==> config.mk <==
export PLATFORM = sky130hd
export DESIGN_NAME = http2_frame_deframer
export DESIGN_NICKNAME = d
export VERILOG_FILES = /design/src/sv/h2fd_pkg.sv /design/src/sv/h2fd_parser.sv /design/src/sv/http2_frame_deframer.sv
export VERILOG_INCLUDE_DIRS = /design/src /design/src/sv
export SDC_FILE = /design/constraint.sdc
export NUM_CORES = 1
export LEC_CHECK = 0
export BUFFER_PORTS_ARGS = -buffer_cell sky130_fd_sc_hd__buf_2
export CORE_UTILIZATION = 60
export CTS_CLUSTER_SIZE = 24
export DETAILED_ROUTE_END_ITERATION = 8
export HOLD_SLACK_MARGIN = 0.05
export PLACE_DENSITY = 0.77
export RECOVER_POWER = 100
export SYNTH_ARGS = -nofsm -noshare
export SYNTH_HDL_FRONTEND = slang
export SYNTH_SLANG_ARGS = --single-unit
==> constraint.sdc <==
create_clock -name clk -period 10.3 [get_ports clk]
set_clock_uncertainty 0.05 [all_clocks]
set_input_delay 1.545 -clock clk [delete_from_list [all_inputs] [get_ports clk]]
set_output_delay 1.545 -clock clk [all_outputs]
set_load 0.005 [all_outputs]
==> src/sv/http2_frame_deframer_defines.svh <==
// Assertion helpers shared by the deframer RTL
`ifndef HTTP2_FRAME_DEFRAMER_DEFINES_SVH
`define HTTP2_FRAME_DEFRAMER_DEFINES_SVH

// Same-cycle implication, checked outside reset
`define H2FD_ASSERT_SAME(label, clk, rst_n, ante, cons, msg) \
	label: assert property (@(posedge clk) disable iff (!rst_n) (ante) |-> (cons)) \
		else $error(msg);

// Next-cycle implication, checked outside reset
`define H2FD_ASSERT_NEXT(label, clk, rst_n, ante, cons, msg) \
	label: assert property (@(posedge clk) disable iff (!rst_n) (ante) |=> (cons)) \
		else $error(msg);

`endif

==> src/sv/h2fd_pkg.sv <==
`default_nettype none

package h2fd_pkg;

	localparam int unsigned PrefaceLen = 24;
	localparam int unsigned HeaderLen  = 9;

	localparam logic [7:0] TYPE_PRIORITY = 8'd2;
	localparam logic [7:0] TYPE_SETTINGS = 8'd4;

	// Result kinds (carried on tuser)
	localparam logic [1:0] KIND_HEADER   = 2'd0;
	localparam logic [1:0] KIND_PAYLOAD  = 2'd1;
	localparam logic [1:0] KIND_MISMATCH = 2'd2;

	// Header check results
	localparam logic [1:0] STAT_OK    = 2'd0;
	localparam logic [1:0] STAT_PROTO = 2'd1;
	localparam logic [1:0] STAT_SIZE  = 2'd2;

	typedef enum logic [3:0] {
		PH_PREFACE = 4'b0001,
		PH_HEADER  = 4'b0010,
		PH_PAYLOAD = 4'b0100,
		PH_DEAD    = 4'b1000
	} phase_t;

	// One result of the parser, before the output register
	typedef struct packed {
		logic        valid;
		logic [1:0]  kind;
		logic [23:0] frame_length;
		logic [7:0]  frame_type;
		logic [7:0]  frame_flags;
		logic [30:0] stream_number;
		logic [1:0]  check_status;
		logic [7:0]  payload_byte;
		logic        frame_last;
	} h2fd_result_t;

	// Client preface "PRI * HTTP/2.0\r\n\r\nSM\r\n\r\n"
	function automatic logic [7:0] preface_byte(input logic [4:0] idx);
		logic [7:0] c;
		unique case (idx)
			5'd0:  c = 8'h50;
			5'd1:  c = 8'h52;
			5'd2:  c = 8'h49;
			5'd3:  c = 8'h20;
			5'd4:  c = 8'h2A;
			5'd5:  c = 8'h20;
			5'd6:  c = 8'h48;
			5'd7:  c = 8'h54;
			5'd8:  c = 8'h54;
			5'd9:  c = 8'h50;
			5'd10: c = 8'h2F;
			5'd11: c = 8'h32;
			5'd12: c = 8'h2E;
			5'd13: c = 8'h30;
			5'd18: c = 8'h53;
			5'd19: c = 8'h4D;
			5'd14, 5'd16, 5'd20, 5'd22: c = 8'h0D;
			5'd15, 5'd17, 5'd21, 5'd23: c = 8'h0A;
			default: c = 8'h00;
		endcase
		return c;
	endfunction

	// (res * 256 + b) mod 3; 256 = 1 mod 3 and 4 = 1 mod 3, so sum base-4 digits
	function automatic logic [1:0] mod3_step(input logic [1:0] res, input logic [7:0] b);
		logic [3:0] s;
		logic [2:0] t;
		logic [2:0] u;
		s = 4'(res) + 4'(b[1:0]) + 4'(b[3:2]) + 4'(b[5:4]) + 4'(b[7:6]);
		t = 3'(s[3:2]) + 3'(s[1:0]);
		if (t >= 3'd6)
			u = 3'd0;
		else if (t >= 3'd3)
			u = t - 3'd3;
		else
			u = t;
		return u[1:0];
	endfunction

endpackage

`default_nettype wire

==> src/sv/h2fd_parser.sv <==
`default_nettype none

module h2fd_parser
	import h2fd_pkg::*;
(
	input  wire logic         clk,
	input  wire logic         arst_n,
	input  wire logic         in_valid,
	input  wire logic [7:0]   in_byte,
	input  wire logic         advance,
	input  wire logic         expect_preface_we,
	input  wire logic         expect_preface_wdata,
	output h2fd_result_t      res
);

	phase_t      phase_q, phase_d;
	logic [4:0]  idx_q, idx_d;
	logic        mism_q, mism_d;
	logic [23:0] len_q, len_d;
	logic [7:0]  type_q, type_d;
	logic [7:0]  flags_q, flags_d;
	logic [30:0] strm_q, strm_d;
	logic [23:0] left_q, left_d;
	logic [1:0]  m3_q, m3_d;
	logic        taken_q;
	logic [1:0]  status;

	// Header checks on the completed header (SETTINGS and PRIORITY only)
	always_comb begin
		status = STAT_OK;
		if (type_d == TYPE_SETTINGS) begin
			if (strm_d != '0)
				status = STAT_PROTO;
			else if (flags_d[0])
				status = (len_d != '0) ? STAT_SIZE : STAT_OK;
			else
				status = (len_d[0] || m3_d != 2'd0) ? STAT_SIZE : STAT_OK;
		end else if (type_d == TYPE_PRIORITY) begin
			if (strm_d == '0)
				status = STAT_PROTO;
			else
				status = (len_d != 24'd5) ? STAT_SIZE : STAT_OK;
		end
	end

	// Next state and result for the byte in the input register
	always_comb begin
		phase_d = phase_q;
		idx_d   = idx_q;
		mism_d  = mism_q;
		len_d   = len_q;
		type_d  = type_q;
		flags_d = flags_q;
		strm_d  = strm_q;
		left_d  = left_q;
		m3_d    = m3_q;
		res     = '0;
		unique case (phase_q)
			PH_PREFACE: begin
				if (in_byte != preface_byte(idx_q))
					mism_d = 1'b1;
				if (idx_q == 5'(PrefaceLen - 1)) begin
					idx_d = '0;
					if (mism_d) begin
						phase_d   = PH_DEAD;
						res.valid = in_valid;
						res.kind  = KIND_MISMATCH;
					end else begin
						phase_d = PH_HEADER;
					end
				end else begin
					idx_d = idx_q + 5'd1;
				end
			end
			PH_HEADER: begin
				if (idx_q < 5'd3) begin
					len_d = {len_q[15:0], in_byte};
					m3_d  = mod3_step((idx_q == 5'd0) ? 2'd0 : m3_q, in_byte);
				end else if (idx_q == 5'd3) begin
					type_d = in_byte;
				end else if (idx_q == 5'd4) begin
					flags_d = in_byte;
				end else if (idx_q == 5'd5) begin
					strm_d = {24'd0, in_byte[6:0]};
				end else begin
					strm_d = {strm_q[22:0], in_byte};
				end
				if (idx_q == 5'(HeaderLen - 1)) begin
					idx_d              = '0;
					res.valid          = in_valid;
					res.kind           = KIND_HEADER;
					res.frame_length   = len_d;
					res.frame_type     = type_d;
					res.frame_flags    = flags_d;
					res.stream_number  = strm_d;
					res.check_status   = status;
					if (len_d == '0) begin
						res.frame_last = 1'b1;
					end else begin
						left_d  = len_d;
						phase_d = PH_PAYLOAD;
					end
				end else begin
					idx_d = idx_q + 5'd1;
				end
			end
			PH_PAYLOAD: begin
				left_d           = left_q - 24'd1;
				res.valid        = in_valid;
				res.kind         = KIND_PAYLOAD;
				res.payload_byte = in_byte;
				if (left_d == '0) begin
					res.frame_last = 1'b1;
					phase_d        = PH_HEADER;
				end
			end
			PH_DEAD: begin
				// drop everything until reset
			end
			default: begin
				phase_d = PH_DEAD;
			end
		endcase
	end

	// Control state
	always_ff @(posedge clk or negedge arst_n) begin
		if (!arst_n) begin
			phase_q <= PH_PREFACE;
			idx_q   <= '0;
			mism_q  <= 1'b0;
			left_q  <= '0;
			taken_q <= 1'b0;
		end else if (advance) begin
			phase_q <= phase_d;
			idx_q   <= idx_d;
			mism_q  <= mism_d;
			left_q  <= left_d;
			taken_q <= 1'b1;
		end else if (expect_preface_we && !taken_q) begin
			phase_q <= expect_preface_wdata ? PH_PREFACE : PH_HEADER;
		end
	end

	// Header fields being gathered
	always_ff @(posedge clk or negedge arst_n) begin
		if (!arst_n) begin
			len_q   <= '0;
			type_q  <= '0;
			flags_q <= '0;
			strm_q  <= '0;
			m3_q    <= '0;
		end else if (advance) begin
			len_q   <= len_d;
			type_q  <= type_d;
			flags_q <= flags_d;
			strm_q  <= strm_d;
			m3_q    <= m3_d;
		end
	end

endmodule

`default_nettype wire

==> src/sv/http2_frame_deframer.sv <==
// HTTP/2 frame deframer.
// Input stream (s_*): one connection byte per transaction on s_tdata.
// Output stream (m_*): one result per transaction; m_tuser is the kind
// (frame header, payload byte, preface mismatch), m_tlast marks the last
// result of a frame (an empty frame's header included), m_tdata the fields.
// expect_preface_we/_wdata write the preface enable; it selects the start
// phase only if written before the first byte after reset.
// A byte that produces a result passes the input register and then the
// output register, whose valid drives m_tvalid.
// Throughput: one byte per clock unless a result is held back by m_tready;
// the parser state updates once per accepted byte, so bytes follow back to back.
// Reset clears the parser to the preface phase (enable reset value 1) and
// empties both registers, dropping any result still held there.
// When m_tready is low a result waits in the output register; the input
// register still drains bytes that yield no result, and s_tready drops only
// when a result-producing byte has nowhere to go.
// After a preface mismatch one mismatch result is sent and all later bytes
// are accepted and dropped until reset.
`default_nettype none

`include "http2_frame_deframer_defines.svh"

module http2_frame_deframer
	import h2fd_pkg::*;
(
	input  wire logic        clk,
	input  wire logic        arst_n,
	input  wire logic        expect_preface_we,
	input  wire logic        expect_preface_wdata,
	input  wire logic        s_tvalid,
	output logic             s_tready,
	input  wire logic [7:0]  s_tdata,   // [7:0] stream_byte
	output logic             m_tvalid,
	input  wire logic        m_tready,
	output logic [87:0]      m_tdata,   // frame_length, frame_type, frame_flags,
	                                    // stream_number, check_status, payload_byte, zero pad
	output logic [1:0]       m_tuser,   // [1:0] kind
	output logic             m_tlast    // frame_last
);

	logic         byte_valid_s1;
	logic [7:0]   byte_s1;
	logic         advance;
	h2fd_result_t res;
	logic         out_valid_q;
	logic [80:0]  out_data_q;
	logic [1:0]   out_kind_q;
	logic         out_last_q;

	h2fd_parser u_parser (
		.clk                  (clk),
		.arst_n               (arst_n),
		.in_valid             (byte_valid_s1),
		.in_byte              (byte_s1),
		.advance              (advance),
		.expect_preface_we    (expect_preface_we),
		.expect_preface_wdata (expect_preface_wdata),
		.res                  (res)
	);

	// Byte in the input register moves on unless its result is blocked
	assign advance  = byte_valid_s1 && (!res.valid || !out_valid_q || m_tready);
	assign s_tready = !byte_valid_s1 || advance;

	// Input register
	always_ff @(posedge clk or negedge arst_n) begin
		if (!arst_n) begin
			byte_valid_s1 <= 1'b0;
		end else if (s_tready) begin
			byte_valid_s1 <= s_tvalid;
		end
	end

	always_ff @(posedge clk) begin
		if (s_tready && s_tvalid) begin
			byte_s1 <= s_tdata;
		end
	end

	// Output register
	always_ff @(posedge clk or negedge arst_n) begin
		if (!arst_n) begin
			out_valid_q <= 1'b0;
		end else if (advance && res.valid) begin
			out_valid_q <= 1'b1;
		end else if (m_tready) begin
			out_valid_q <= 1'b0;
		end
	end

	always_ff @(posedge clk) begin
		if (advance && res.valid) begin
			out_data_q <= {res.payload_byte, res.check_status, res.stream_number,
				res.frame_flags, res.frame_type, res.frame_length};
			out_kind_q <= res.kind;
			out_last_q <= res.frame_last;
		end
	end

	assign m_tvalid = out_valid_q;
	assign m_tdata  = {7'd0, out_data_q};
	assign m_tuser  = out_kind_q;
	assign m_tlast  = out_last_q;

	`H2FD_ASSERT_SAME(a_mismatch_not_last, clk, arst_n,
		m_tvalid && m_tuser == KIND_MISMATCH, !m_tlast, "mismatch result marked last")
	`H2FD_ASSERT_SAME(a_payload_fields_zero, clk, arst_n,
		m_tvalid && m_tuser == KIND_PAYLOAD, m_tdata[72:0] == '0,
		"payload result carries header fields")
	`H2FD_ASSERT_NEXT(a_held_byte_kept, clk, arst_n,
		byte_valid_s1 && !advance, byte_valid_s1 && $stable(byte_s1),
		"stalled input byte lost")

endmodule

`default_nettype wire

### Yosys cells after proc, flatten, opt, wreduce, memory -nomap -nowiden

Memory sizes are Yosys's and may differ from the RTL's.
Cells that the tools add are included.
W data, S select, Z words.

| operators by class | value |
|---|---|
| add/sub/neg operators | 8 |
| $lt $le $gt $ge | 3 |
| equal/unequal tests | 20 |
| mux-type cells | 56 |
| reductions and logical operators | 29 |

Operators with widths:

| cell | count |
|---|---|
| $mux W31 | 5 |
| $mux W24 | 5 |
| $mux W76 | 1 |
| $mux W8 | 7 |
| $logic_not A24 Y1 | 2 |
| $pmux W24 S2 | 1 |
| $logic_not A31 Y1 | 1 |
| $reduce_bool A31 Y1 | 1 |
| $mux W2 | 14 |
| $mux W4 | 7 |
| $ne A24 B3 Y1 const B | 1 |
| $reduce_bool A24 Y1 | 1 |
| $sub A24 B1 Y24 const B | 1 |
| $pmux W4 S4 | 1 |
| $add A4 B2 Y4 | 3 |
| $eq A5 B3 Y1 const B | 2 |
| $mux W5 | 2 |
| $pmux W5 S2 | 1 |
| $reduce_bool A2 Y1 | 5 |
| $ne A3 B2 Y1 const B | 3 |
| $pmux W3 S3 | 1 |
| $eq A8 B2 Y1 const B | 1 |
| $eq A8 B3 Y1 const B | 1 |
| $mux W1 | 8 |
| other kinds (26) | 41 |

| storage, ports and cells | value |
|---|---|
| flip-flop bits (word level) | 202 |
| ROM bits | 224 |
| bits of input ports | 14 |
| output and inout port bits | 93 |
| logic and storage cells | 135 |
| memories | 1 |

Memory list:

| memory | depth | width | read ports | clocked after memory_dff | write ports | RTL line | text |
|---|---|---|---|---|---|---|---|
| (name not given) | 32 | 7 | 1 | 0 | 0 | h2fd_pkg.sv:44 | `unique case (idx)` |

### Logic depth before layout (Yosys ltp)

Gate-level depths: netlist of run 1.

| logic depth | value |
|---|---|
| depth after elaboration | 26 |
| depth in mapped cells | 30 |
| gate-level depth less buffers | 29 |

### Hierarchy

Synthesis of run 1 repeated with hierarchy kept, for this count alone.

| second synthesis, totals | value |
|---|---|
| cell total of the unflattened synthesis | 1111 |
| area total of the unflattened synthesis | 10862.9 um^2 |

Modules (own cells, without submodules):

| module | times used | cells an instance | area an instance (um^2) | sequential area each (um^2) |
|---|---|---|---|---|
| h2fd_parser | 1 | 1001 | 7937.6 | 2703.8 |
| http2_frame_deframer | 1 | 110 | 2925.3 | 2812.7 |

### Worst setup path before layout of run 1

No wires, ideal clock.

| timing path | value |
|---|---|
| path kind | flip-flop to flip-flop |
| from | register u_parser.idx_q[0] |
| to | register out_last_q (netlist: m_tlast) (enable) |
| setup time | 537 ps |
| data arrival time | 5994 ps |
| data required time | 9713 ps |
| setup slack | 3720 ps |
| cell stages (with the launch flop) | 12 |
| buffers on the path | 1 |
| clock period less this slack | 6580 ps |
| cells stage by stage | dfrtp_1 clkbuf_1 inv_1 ha_1 nor2b_1 a2111oi_2 xnor2_1 a2111oi_0 and4b_1 a21oi_1 o21ai_0 nor2b_1 |

| between the ends | value |
|---|---|
| longest elaborated chain between the ends | 13 |
| elaborated cells on any way between the ends | 16 |
| those cells by class | eq/ne: 3; mux: 7; reduce/logical: 5; memory: 1 |

Ends and longest elaborated chain:

| what | RTL line | text |
|---|---|---|
| start, declared | h2fd_parser.sv:17 | `logic [4:0] idx_q, idx_d;` |
| start signal, assigned | h2fd_parser.sv:136 | `idx_q <= idx_d;` |
| $mem_v2 Z32 W7 | - |  |
| $mux W8 | h2fd_parser.sv:58 | `unique case (phase_q)` |
| $ne A8 B8 Y1 | h2fd_parser.sv:60 | `if (in_byte != preface_byte(idx_q))` |
| $mux W1 | h2fd_parser.sv:60 |  |
| $mux W1 | h2fd_parser.sv:58 |  |
| $mux W3 | h2fd_parser.sv:64 | `if (mism_d) begin` |
| $mux W3 | h2fd_parser.sv:62 | `if (idx_q == 5'(PrefaceLen - 1)) begin` |
| $pmux W3 S3 (*) | h2fd_parser.sv:58 |  |
| $logic_not A1 Y1 | http2_frame_deframer.sv:62 | `assign advance = byte_valid_s1 && (!res.valid \|\| !out_valid_q \|\| m_tready);` |
| $logic_or A1 B1 Y1 (2 in a row) | http2_frame_deframer.sv:62 |  |
| $logic_and A1 B1 Y1 | http2_frame_deframer.sv:62 |  |
| $logic_and A1 B1 Y1 (*) | http2_frame_deframer.sv:92 | `if (advance && res.valid) begin` |
| end signal, assigned | http2_frame_deframer.sv:96 | `out_last_q <= res.frame_last;` |
| end, declared | http2_frame_deframer.sv:48 | `logic out_last_q;` |

Every way passes the cells marked *; elsewhere a longest branch is shown, timed or not. The select of a mux whose other input is x is not followed.
A chain may end at the register's enable or synchronous reset.

### Worst setup path in the final report of run 1

| timing path | value |
|---|---|
| from | register u_parser.idx_q[0] |
| to | register u_parser.strm_q[2] |

| between the ends | value |
|---|---|
| longest elaborated chain between the ends | 12 |
| elaborated cells on any way between the ends | 22 |
| those cells by class | order compare: 1; eq/ne: 5; mux: 11; reduce/logical: 4; memory: 1 |

Ends and longest elaborated chain:

| what | RTL line | text |
|---|---|---|
| $mem_v2 Z32 W7 | - |  |
| $mux W8 | h2fd_parser.sv:58 |  |
| $ne A8 B8 Y1 | h2fd_parser.sv:60 |  |
| $mux W1 | h2fd_parser.sv:60 |  |
| $mux W1 | h2fd_parser.sv:58 |  |
| $mux W3 | h2fd_parser.sv:64 |  |
| $mux W3 | h2fd_parser.sv:62 |  |
| $pmux W3 S3 | h2fd_parser.sv:58 |  |
| $logic_not A1 Y1 | http2_frame_deframer.sv:62 |  |
| $logic_or A1 B1 Y1 (2 in a row) | http2_frame_deframer.sv:62 |  |
| $logic_and A1 B1 Y1 | http2_frame_deframer.sv:62 |  |
| end signal, assigned | h2fd_parser.sv:157 | `strm_q <= strm_d;` |
| end, declared | h2fd_parser.sv:22 | `logic [30:0] strm_q, strm_d;` |

Parallel ways exist; a longest one is shown, timed or not. The select of a mux whose other input is x is not followed.

==> flow_results.xml, run 1 <==
<?xml version="1.0" encoding="UTF-8"?>
<metrics>
  <group name="route">
    <metric name="routedLengthMet1" unit="um">11500</metric>
    <metric name="detail-route-antenna-nets" unit="">0</metric>
    <metric name="route.detailed.vias_per_inst" unit="">6.32</metric>
    <metric name="drt_first_iter_violations" unit="">848</metric>
    <metric name="post-route-drc-count" unit="">0</metric>
    <metric name="drt_pass1_iterations" unit="">6</metric>
    <metric name="top_layer" unit="">met4</metric>
    <metric name="routed-via-count" unit="">8723</metric>
    <metric name="met3RoutedLength" unit="um">2160</metric>
    <metric name="drt-total-wl" unit="um">26900</metric>
    <metric name="wl_met2" unit="um">12800</metric>
    <metric name="avgRoutedWirePerCell" unit="um">19.5</metric>
  </group>
  <group name="worst_setup_path">
    <metric name="crit_buf_inv" unit="">4</metric>
    <metric name="timing.critical_path.arrival" unit="ns">7.58</metric>
    <metric name="critPathLaunchType" unit="">register</metric>
    <metric name="critical-path-slowest-cell" unit="">clkbuf_1</metric>
    <metric name="critical-path-top-delay-family" unit="">buffers and inverters</metric>
    <metric name="critical_path.max_fanout" unit="">77</metric>
    <metric name="critical_path.cell_chain" unit="">inv_1, ha_1, nor2b_1, nand4_1, clkbuf_1, nand3_1, nand2_1, o21ai_0, clkbuf_1, nor2_2, clkbuf_1, mux2_2</metric>
    <metric name="worst-endpoint-required" unit="ns">10.63</metric>
    <metric name="worstSetupEndpointType" unit="">register</metric>
    <metric name="crit_type" unit="">reg2reg</metric>
    <metric name="max_stage_delay" unit="ns">2.58</metric>
    <metric name="critPathMostFrequentCell" unit="">clkbuf_1</metric>
    <metric name="critical_path.reg2reg.startpoint" unit="">u_parser.idx_q[0]$_DFFE_PN0P_</metric>
    <metric name="startpoint" unit="">u_parser.idx_q[0]$_DFFE_PN0P_</metric>
  </group>
  <group name="floorplanning">
    <metric name="placeableCoreArea" unit="um^2">18000</metric>
    <metric name="die_h" unit="um">138</metric>
    <metric name="number_of_rows_in_the_core_area" unit="">49</metric>
    <metric name="design.portCount" unit="">107</metric>
    <metric name="fp.dieW" unit="um">138</metric>
    <metric name="start_util" unit="%">61.4</metric>
    <metric name="die_area" unit="um^2">19000</metric>
  </group>
  <group name="synth">
    <metric name="adder_cell_share_of_the_synthesized_area" unit="%">3.23</metric>
    <metric name="share_of_the_synthesized_area_in_compound_gates_ao_oa_aoi_oai" unit="%">12.5</metric>
    <metric name="synth_flop_cell" unit="">dfrtp_1</metric>
    <metric name="async_flop_share" unit="%">54.5</metric>
    <metric name="synthXorXnorAreaFrac" unit="%">0.396</metric>
    <metric name="main_combinational_cell_family_by_area_after_synthesis" unit="">simple AND/OR/NAND/NOR gates</metric>
    <metric name="synth_area_per_cell" unit="um^2">10.3</metric>
    <metric name="yosys_register_bits" unit="">202</metric>
    <metric name="synthCells" unit="">1072</metric>
    <metric name="synth_enable_flop_cells" unit="">92</metric>
    <metric name="synth.yosys.warnings" unit="">0</metric>
    <metric name="synth_sequential_area_ratio" unit="%">49.8</metric>
    <metric name="cell_area_after_technology_mapping" unit="um^2">11100</metric>
    <metric name="fraction_of_synthesized_area_in_multiplexers" unit="%">10.7</metric>
    <metric name="synth_cell_type_count" unit="">83</metric>
    <metric name="synth-simple-area-share" unit="%">18.3</metric>
  </group>
  <group name="timing">
    <metric name="fmax" unit="MHz">138</metric>
    <metric name="setup_viol_count_final" unit="">0</metric>
    <metric name="timing.max_slew.rel_slack" unit="%">-208</metric>
    <metric name="final-hold-violation-count" unit="">0</metric>
    <metric name="timing.final.crit_share" unit="%">70.3</metric>
    <metric name="setup_total_negative_slack" unit="ns">0</metric>
    <metric name="slew_viol_final" unit="">325</metric>
    <metric name="finalCriticalPeriod" unit="ns">7.24</metric>
    <metric name="grt_setup_unrepaired" unit="">false</metric>
    <metric name="worst_slew_pin_slew" unit="ns">4.61</metric>
  </group>
  <group name="clock_network">
    <metric name="root_buffer" unit="">clkbuf_16</metric>
    <metric name="htree_num_levels" unit="">1</metric>
    <metric name="post_cts_hold_buffer_count" unit="">0</metric>
    <metric name="worstSkewPairLatency" unit="ns">0.52</metric>
    <metric name="tritoncts" unit="">built</metric>
    <metric name="cts_buffers" unit="">22</metric>
    <metric name="cts.repair.resized" unit="">0</metric>
    <metric name="numClockSinks" unit="">202</metric>
    <metric name="path_clk_slew" unit="ns">0.06</metric>
    <metric name="cts.repair_timing.setup_buffer_count" unit="">0</metric>
    <metric name="cts_max_path_buffers" unit="">3</metric>
  </group>
  <group name="cells_and_area">
    <metric name="synth_to_final_area_change" unit="%">10.4</metric>
    <metric name="most_common_cell_after_layout_fill_and_taps_aside" unit="">nand2_1</metric>
    <metric name="postLayoutCoreUtil" unit="%">67.8</metric>
    <metric name="final_design_area_no_fill" unit="um^2">12200</metric>
    <metric name="design.final.nets" unit="">1175</metric>
    <metric name="mostFrequentLayoutCells" unit="">126 x nand2_1, 109 x dfrtp_1, 92 x edfxtp_1</metric>
    <metric name="layout-drive-gt1-share" unit="%">14.9</metric>
    <metric name="antennaDiodeCount" unit="">0</metric>
  </group>
  <group name="power">
    <metric name="p_per_area" unit="nW/um^2">179</metric>
    <metric name="leakage" unit="nW">5.28</metric>
    <metric name="vdd_drop_max" unit="V">0.000191</metric>
  </group>
  <group name="grt">
    <metric name="grt_usage" unit="%">29.3</metric>
    <metric name="grt_pass1_wl" unit="um">43000</metric>
    <metric name="via_count_of_the_first_global_routing_pass" unit="">8143</metric>
    <metric name="antenna_found_initial" unit="">0</metric>
    <metric name="overflow" unit="">0</metric>
    <metric name="grt_max_degree" unit="">85</metric>
  </group>
  <group name="worst_hold_path">
    <metric name="hold_path.class" unit="">reg2reg</metric>
    <metric name="timing.hold.worst.start" unit="">u_parser.taken_q$_DFFE_PN0P_</metric>
  </group>
  <group name="placed_design">
    <metric name="globalplace.congestion" unit="">0.900</metric>
    <metric name="io_buffers" unit="">99</metric>
    <metric name="placed_cell_area" unit="um^2">11600</metric>
    <metric name="post-dp-hpwl" unit="um">17400</metric>
  </group>
  <group name="outcome">
    <metric name="outcome" unit="">complete, but fails checks</metric>
    <metric name="failed_checks" unit="">max-capacitance violations, max-slew violations</metric>
  </group>
  <group name="flow_run">
    <metric name="drv.max_cap_violation_count" unit="">7</metric>
  </group>
</metrics>
-- layout make-up --
class / instances / area (um^2)
multi-input combinational: 759 / 5040
clock inverter: 9 / 111
timing repair buffer: 113 / 488
tap: 229 / 287
fill: 1400 / 5800
inverter: 38 / 143
clock buffer: 31 / 637
sequential: 202 / 5520
-- per-stage QoR --
stage	setup WS, ns	std cells	power (mW)	hold WS (ns)
floorplan	3.72	1078	1.25	0.377
global placement	4.01	1341	1.35	0.393
detailed placement	3.75	1341	1.38	0.401
CTS	3.71	1381	2.19	0.422
global route	2.62	1381	2.28	0.432
finish	3.06	1381	2.18	0.414
-- flip-flops by register name, summed over array words and instances (netlist names) --
name and count:
u_parser.left_q 24, u_parser.taken_q 1, u_parser.len_q 24, u_parser.flags_q 8, m_tuser 2, out_data_q 81, byte_s1 8, m_tvalid 1
u_parser.mism_q 1, u_parser.m3_q 2, byte_valid_s1 1, u_parser.phase_q 4, u_parser.strm_q 31, u_parser.idx_q 5, u_parser.type_q 8, m_tlast 1
-- per-layer routing --
metal	GRT usage (%)	vias to the layer above
li1	-	4001
met1	42.3	4256
met2	46.0	424
met3	3.86	42
met4	8.94	0
met5	0	-
-- cell usage after synthesis (7+ instances only) --
library cell  number  share of area (%)
dfrtp_1          109                 25
nand3_1           14               0.63
nand2_1          126                4.3
inv_1             38                1.3
nor2b_1           10               0.57
buf_2             22               0.99
a21oi_1           90                4.1
nor4_1            20                1.1
edfxtp_1          92                 25
and2_1            38                2.1
buf_4             10               0.68
nand4_1           10               0.57
nor3b_1            7               0.47
a211oi_1           8               0.54
o21ai_0           30                1.4
o31ai_1           10               0.68
nor2_1            82                2.8
or4_1             10               0.68
mux2_2            74                7.5
mux2i_1           34                3.1
ha_1              19                2.1
nor3_1            26                1.2
nand2b_1          10               0.57
a31oi_1            7               0.40
clkbuf_1          39                1.3
and3_1             7               0.40
-- worst paths after layout --
kind                                                   end  slack (ns)  cells past startpoint
max reg2reg                 u_parser.strm_q[2]$_DFFE_PN0P_        3.06                     12
min in group asynchronous  u_parser.left_q[18]$_DFFE_PN0P_        1.33                      1
max                         u_parser.strm_q[2]$_DFFE_PN0P_        3.06                     12
max in group asynchronous  u_parser.flags_q[3]$_DFFE_PN0P_        3.77                      2
min                           u_parser.taken_q$_DFFE_PN0P_        0.41                      1
min reg2reg                   u_parser.taken_q$_DFFE_PN0P_        0.41                      1
-- power by group --
group	leakage, nW	internal (mW)	switching (mW)	total, mW
logic	2.35	0.184	0.275	0.459
clock network	0.366	0.485	0.326	0.811
registers	2.56	0.863	0.0497	0.912
total	5.28	1.53	0.651	2.18
-- kinds of logic after synthesis --
| group | Yosys count |
|---|---|
| mux | 109 |
| simple gates | 398 |
| xor+xnor | 5 |
| buf+inv | 117 |
| compound gates | 215 |
| fa+ha+maj | 25 |
| other cells | 1 |
| flops | 202 |
No activity file was read; power rests on OpenSTA's default activity.
==> inputs of run 2 (changes only) <==
--- a/config.mk
+++ b/config.mk
@@ -7,11 +7,11 @@
 export NUM_CORES = 1
 export LEC_CHECK = 0
 export BUFFER_PORTS_ARGS = -buffer_cell sky130_fd_sc_hd__buf_2
-export CORE_UTILIZATION = 60
+export CORE_UTILIZATION = 54
 export CTS_CLUSTER_SIZE = 24
 export DETAILED_ROUTE_END_ITERATION = 8
 export HOLD_SLACK_MARGIN = 0.05
-export PLACE_DENSITY = 0.77
+export PLACE_DENSITY = 0.73
 export RECOVER_POWER = 100
 export SYNTH_ARGS = -nofsm -noshare
 export SYNTH_HDL_FRONTEND = slang
==> constraint.sdc (replaced) <==
create_clock -name clk -period 6.62 [get_ports clk]
set_clock_uncertainty 0.05 [all_clocks]
set_input_delay 0.993 -clock clk [delete_from_list [all_inputs] [get_ports clk]]
set_output_delay 0.993 -clock clk [all_outputs]
set_load 0.005 [all_outputs]
==> flow_results.xml, run 2 (synthesis results as in run 1) <==
<?xml version="1.0" encoding="UTF-8"?>
<metrics>
  <group name="route">
    <metric name="drt_first_iter_violations" unit="">779</metric>
    <metric name="avgRoutedWirePerCell" unit="um">18.7</metric>
    <metric name="route.detailed.vias_per_inst" unit="">6.01</metric>
    <metric name="drt_pass1_iterations" unit="">9</metric>
    <metric name="routed-via-count" unit="">8587</metric>
    <metric name="post-route-drc-count" unit="">1</metric>
    <metric name="drt-total-wl" unit="um">26800</metric>
    <metric name="detail-route-antenna-nets" unit="">0</metric>
  </group>
  <group name="floorplanning">
    <metric name="placeableCoreArea" unit="um^2">20200</metric>
    <metric name="start_util" unit="%">54.9</metric>
    <metric name="die_h" unit="um">145</metric>
    <metric name="design.portCount" unit="">107</metric>
    <metric name="die_area" unit="um^2">21100</metric>
    <metric name="fp.dieW" unit="um">145</metric>
    <metric name="number_of_rows_in_the_core_area" unit="">52</metric>
  </group>
  <group name="cells_and_area">
    <metric name="most_common_cell_after_layout_fill_and_taps_aside" unit="">nand2_1</metric>
    <metric name="reg.largest.list" unit="">out_data_q x81, u_parser.strm_q x31</metric>
    <metric name="design.final.nets" unit="">1181</metric>
    <metric name="layout-drive-gt1-share" unit="%">19.8</metric>
    <metric name="synth_to_final_area_change" unit="%">11.8</metric>
    <metric name="antennaDiodeCount" unit="">0</metric>
    <metric name="mostFrequentLayoutCells" unit="">126 x nand2_1, 108 x dfrtp_1, 92 x edfxtp_1</metric>
    <metric name="largest_register_ff_count" unit="">81</metric>
    <metric name="largest_reg_by_ff_count" unit="">out_data_q</metric>
    <metric name="final_design_area_no_fill" unit="um^2">12400</metric>
    <metric name="postLayoutCoreUtil" unit="%">61.3</metric>
  </group>
  <group name="timing">
    <metric name="worst_slew_pin_slew" unit="ns">3.55</metric>
    <metric name="timing.final.crit_share" unit="%">94.0</metric>
    <metric name="finalCriticalPeriod" unit="ns">6.22</metric>
    <metric name="setup_viol_count_final" unit="">0</metric>
    <metric name="slew_viol_final" unit="">169</metric>
    <metric name="smallest_setup_slack_after_layout" unit="ns">0.396</metric>
    <metric name="setup_total_negative_slack" unit="ns">0</metric>
    <metric name="fmax" unit="MHz">161</metric>
    <metric name="timing.max_slew.rel_slack" unit="%">-136</metric>
    <metric name="final-hold-violation-count" unit="">0</metric>
    <metric name="grt_setup_unrepaired" unit="">false</metric>
  </group>
  <group name="worst_hold_path">
    <metric name="hold_path.class" unit="">reg2reg</metric>
    <metric name="worstHoldEndpoint" unit="">u_parser.taken_q$_DFFE_PN0P_</metric>
    <metric name="timing.hold.worst.start" unit="">u_parser.taken_q$_DFFE_PN0P_</metric>
    <metric name="min_delay_path_depth" unit="">1</metric>
  </group>
  <group name="placed_design">
    <metric name="placed_cell_area" unit="um^2">11700</metric>
    <metric name="place_worst_setup_slack" unit="ns">0.213</metric>
    <metric name="io_buffers" unit="">99</metric>
    <metric name="globalplace.congestion" unit="">0.874</metric>
    <metric name="post-dp-hpwl" unit="um">17500</metric>
  </group>
  <group name="clock_network">
    <metric name="tritoncts" unit="">built</metric>
    <metric name="htree_num_levels" unit="">1</metric>
    <metric name="path_clk_slew" unit="ns">0.06</metric>
    <metric name="cts_max_path_buffers" unit="">3</metric>
    <metric name="numClockSinks" unit="">202</metric>
    <metric name="cts_buffers" unit="">22</metric>
    <metric name="root_buffer" unit="">clkbuf_16</metric>
    <metric name="worstSkewPairLatency" unit="ns">0.50</metric>
  </group>
  <group name="grt">
    <metric name="antenna_found_initial" unit="">0</metric>
    <metric name="overflow" unit="">0</metric>
    <metric name="via_count_of_the_first_global_routing_pass" unit="">8034</metric>
    <metric name="grt_pass1_wl" unit="um">43100</metric>
    <metric name="grt_usage" unit="%">25.5</metric>
    <metric name="grt_max_degree" unit="">78</metric>
  </group>
  <group name="power">
    <metric name="vdd_drop_max" unit="V">0.000181</metric>
    <metric name="p_total" unit="mW">3.37</metric>
    <metric name="leakage" unit="nW">5.50</metric>
    <metric name="p_per_area" unit="nW/um^2">272</metric>
  </group>
  <group name="worst_setup_path">
    <metric name="max_stage_delay" unit="ns">0.57</metric>
    <metric name="ff2ff_setup_slack" unit="ns">0.40</metric>
    <metric name="crit_buf_inv" unit="">9</metric>
    <metric name="worstSetupEndpointType" unit="">register</metric>
    <metric name="critical-path-top-delay-family" unit="">adder cells</metric>
    <metric name="critical_path.reg2reg.endpoint" unit="">out_data_q[72]$_SDFFCE_PN0P_</metric>
    <metric name="critPathMostFrequentCell" unit="">inv_1</metric>
    <metric name="critPathLaunchType" unit="">register</metric>
    <metric name="ff2ff_path_depth" unit="">29</metric>
    <metric name="critical-path-slowest-cell" unit="">fa_2</metric>
    <metric name="critical_path.max_fanout" unit="">9</metric>
    <metric name="critical_path.reg2reg.startpoint" unit="">u_parser.idx_q[1]$_DFFE_PN0P_</metric>
    <metric name="crit_type" unit="">reg2reg</metric>
    <metric name="worst-endpoint-required" unit="ns">6.81</metric>
    <metric name="timing.critical_path.arrival" unit="ns">6.41</metric>
  </group>
  <group name="flow_run">
    <metric name="drv.max_cap_violation_count" unit="">3</metric>
  </group>
  <group name="outcome">
    <metric name="outcome" unit="">complete, but fails checks</metric>
    <metric name="failed_checks" unit="">design-rule violations, max-capacitance violations, max-slew violations</metric>
  </group>
</metrics>
run 2: worst max-delay path by stage:
stage / start / endpoint / slack [ns] / cells after the start
after floorplan: u_parser.idx_q[0]$_DFFE_PN0P_ / m_tlast$_DFFE_PP_ / 0.04 / 11
after global routing: u_parser.phase_q[0]$_DFFE_PN1P_ / u_parser.len_q[3]$_DFFE_PN0P_ / 0.04 / 9
after detailed placement: u_parser.idx_q[1]$_DFFE_PN0P_ / out_data_q[72]$_SDFFCE_PN0P_ / 0.21 / 29
final: u_parser.idx_q[1]$_DFFE_PN0P_ / out_data_q[72]$_SDFFCE_PN0P_ / 0.40 / 29
after CTS: u_parser.idx_q[1]$_DFFE_PN0P_ / out_data_q[72]$_SDFFCE_PN0P_ / 0.18 / 29
after global placement: u_parser.idx_q[1]$_DFFE_PN0P_ / out_data_q[72]$_SDFFCE_PN0P_ / 0.47 / 29
run 2: worst register-to-register path, delay by kind of cell (launching register included):
kind            cells  cell delay [ns]
compound gates      6             1.06
fa+ha+maj          10             3.10
buf+inv             9             0.68
flops               1             0.48
simple gates        4             0.60
run 2: cell type report:
class                   instances  area (um^2)
fillers                      1726         7800
flip-flops and latches        202         5520
multi-input cells             759         5060
clock buffers                  30          643
repair buffers                119          587
well taps                     270          338
inverters                      38          143
clock inverters                10         78.8
run 2: per-stage QoR:
step           std cells  hold slack (ns)
2_1_floorplan       1078            0.377
3_3_place_gp        1388            0.393
3_5_place_dp        1388            0.395
4_1_cts             1428            0.417
5_1_grt             1428            0.442
6_report            1428            0.408
run 2: per-layer routing:
layer	routed length [um]	global-route usage (%)	up-vias
li1	-	-	4024
met1	11700	36.5	4162
met2	12500	40.2	351
met3	1870	3.40	50
met4	659	8.63	0
met5	0	0	-
run 2: where the power goes:
part	leakage (nW)	switching, mW	total, mW	internal (mW)
sequential	2.56	0.0618	1.40	1.34
clock	0.358	0.493	1.21	0.721
combinational	2.58	0.445	0.752	0.307
total	5.50	0.999	3.37	2.37
run 2: repair_timing:
| action | CTS | global route |
|---|---|---|
| gates resized for setup | 0 | 6 |
| hold buffers | 0 | 0 |
| endpoints found under the setup margin | 0 | 1 |
| buffers inserted | 0 | 0 |
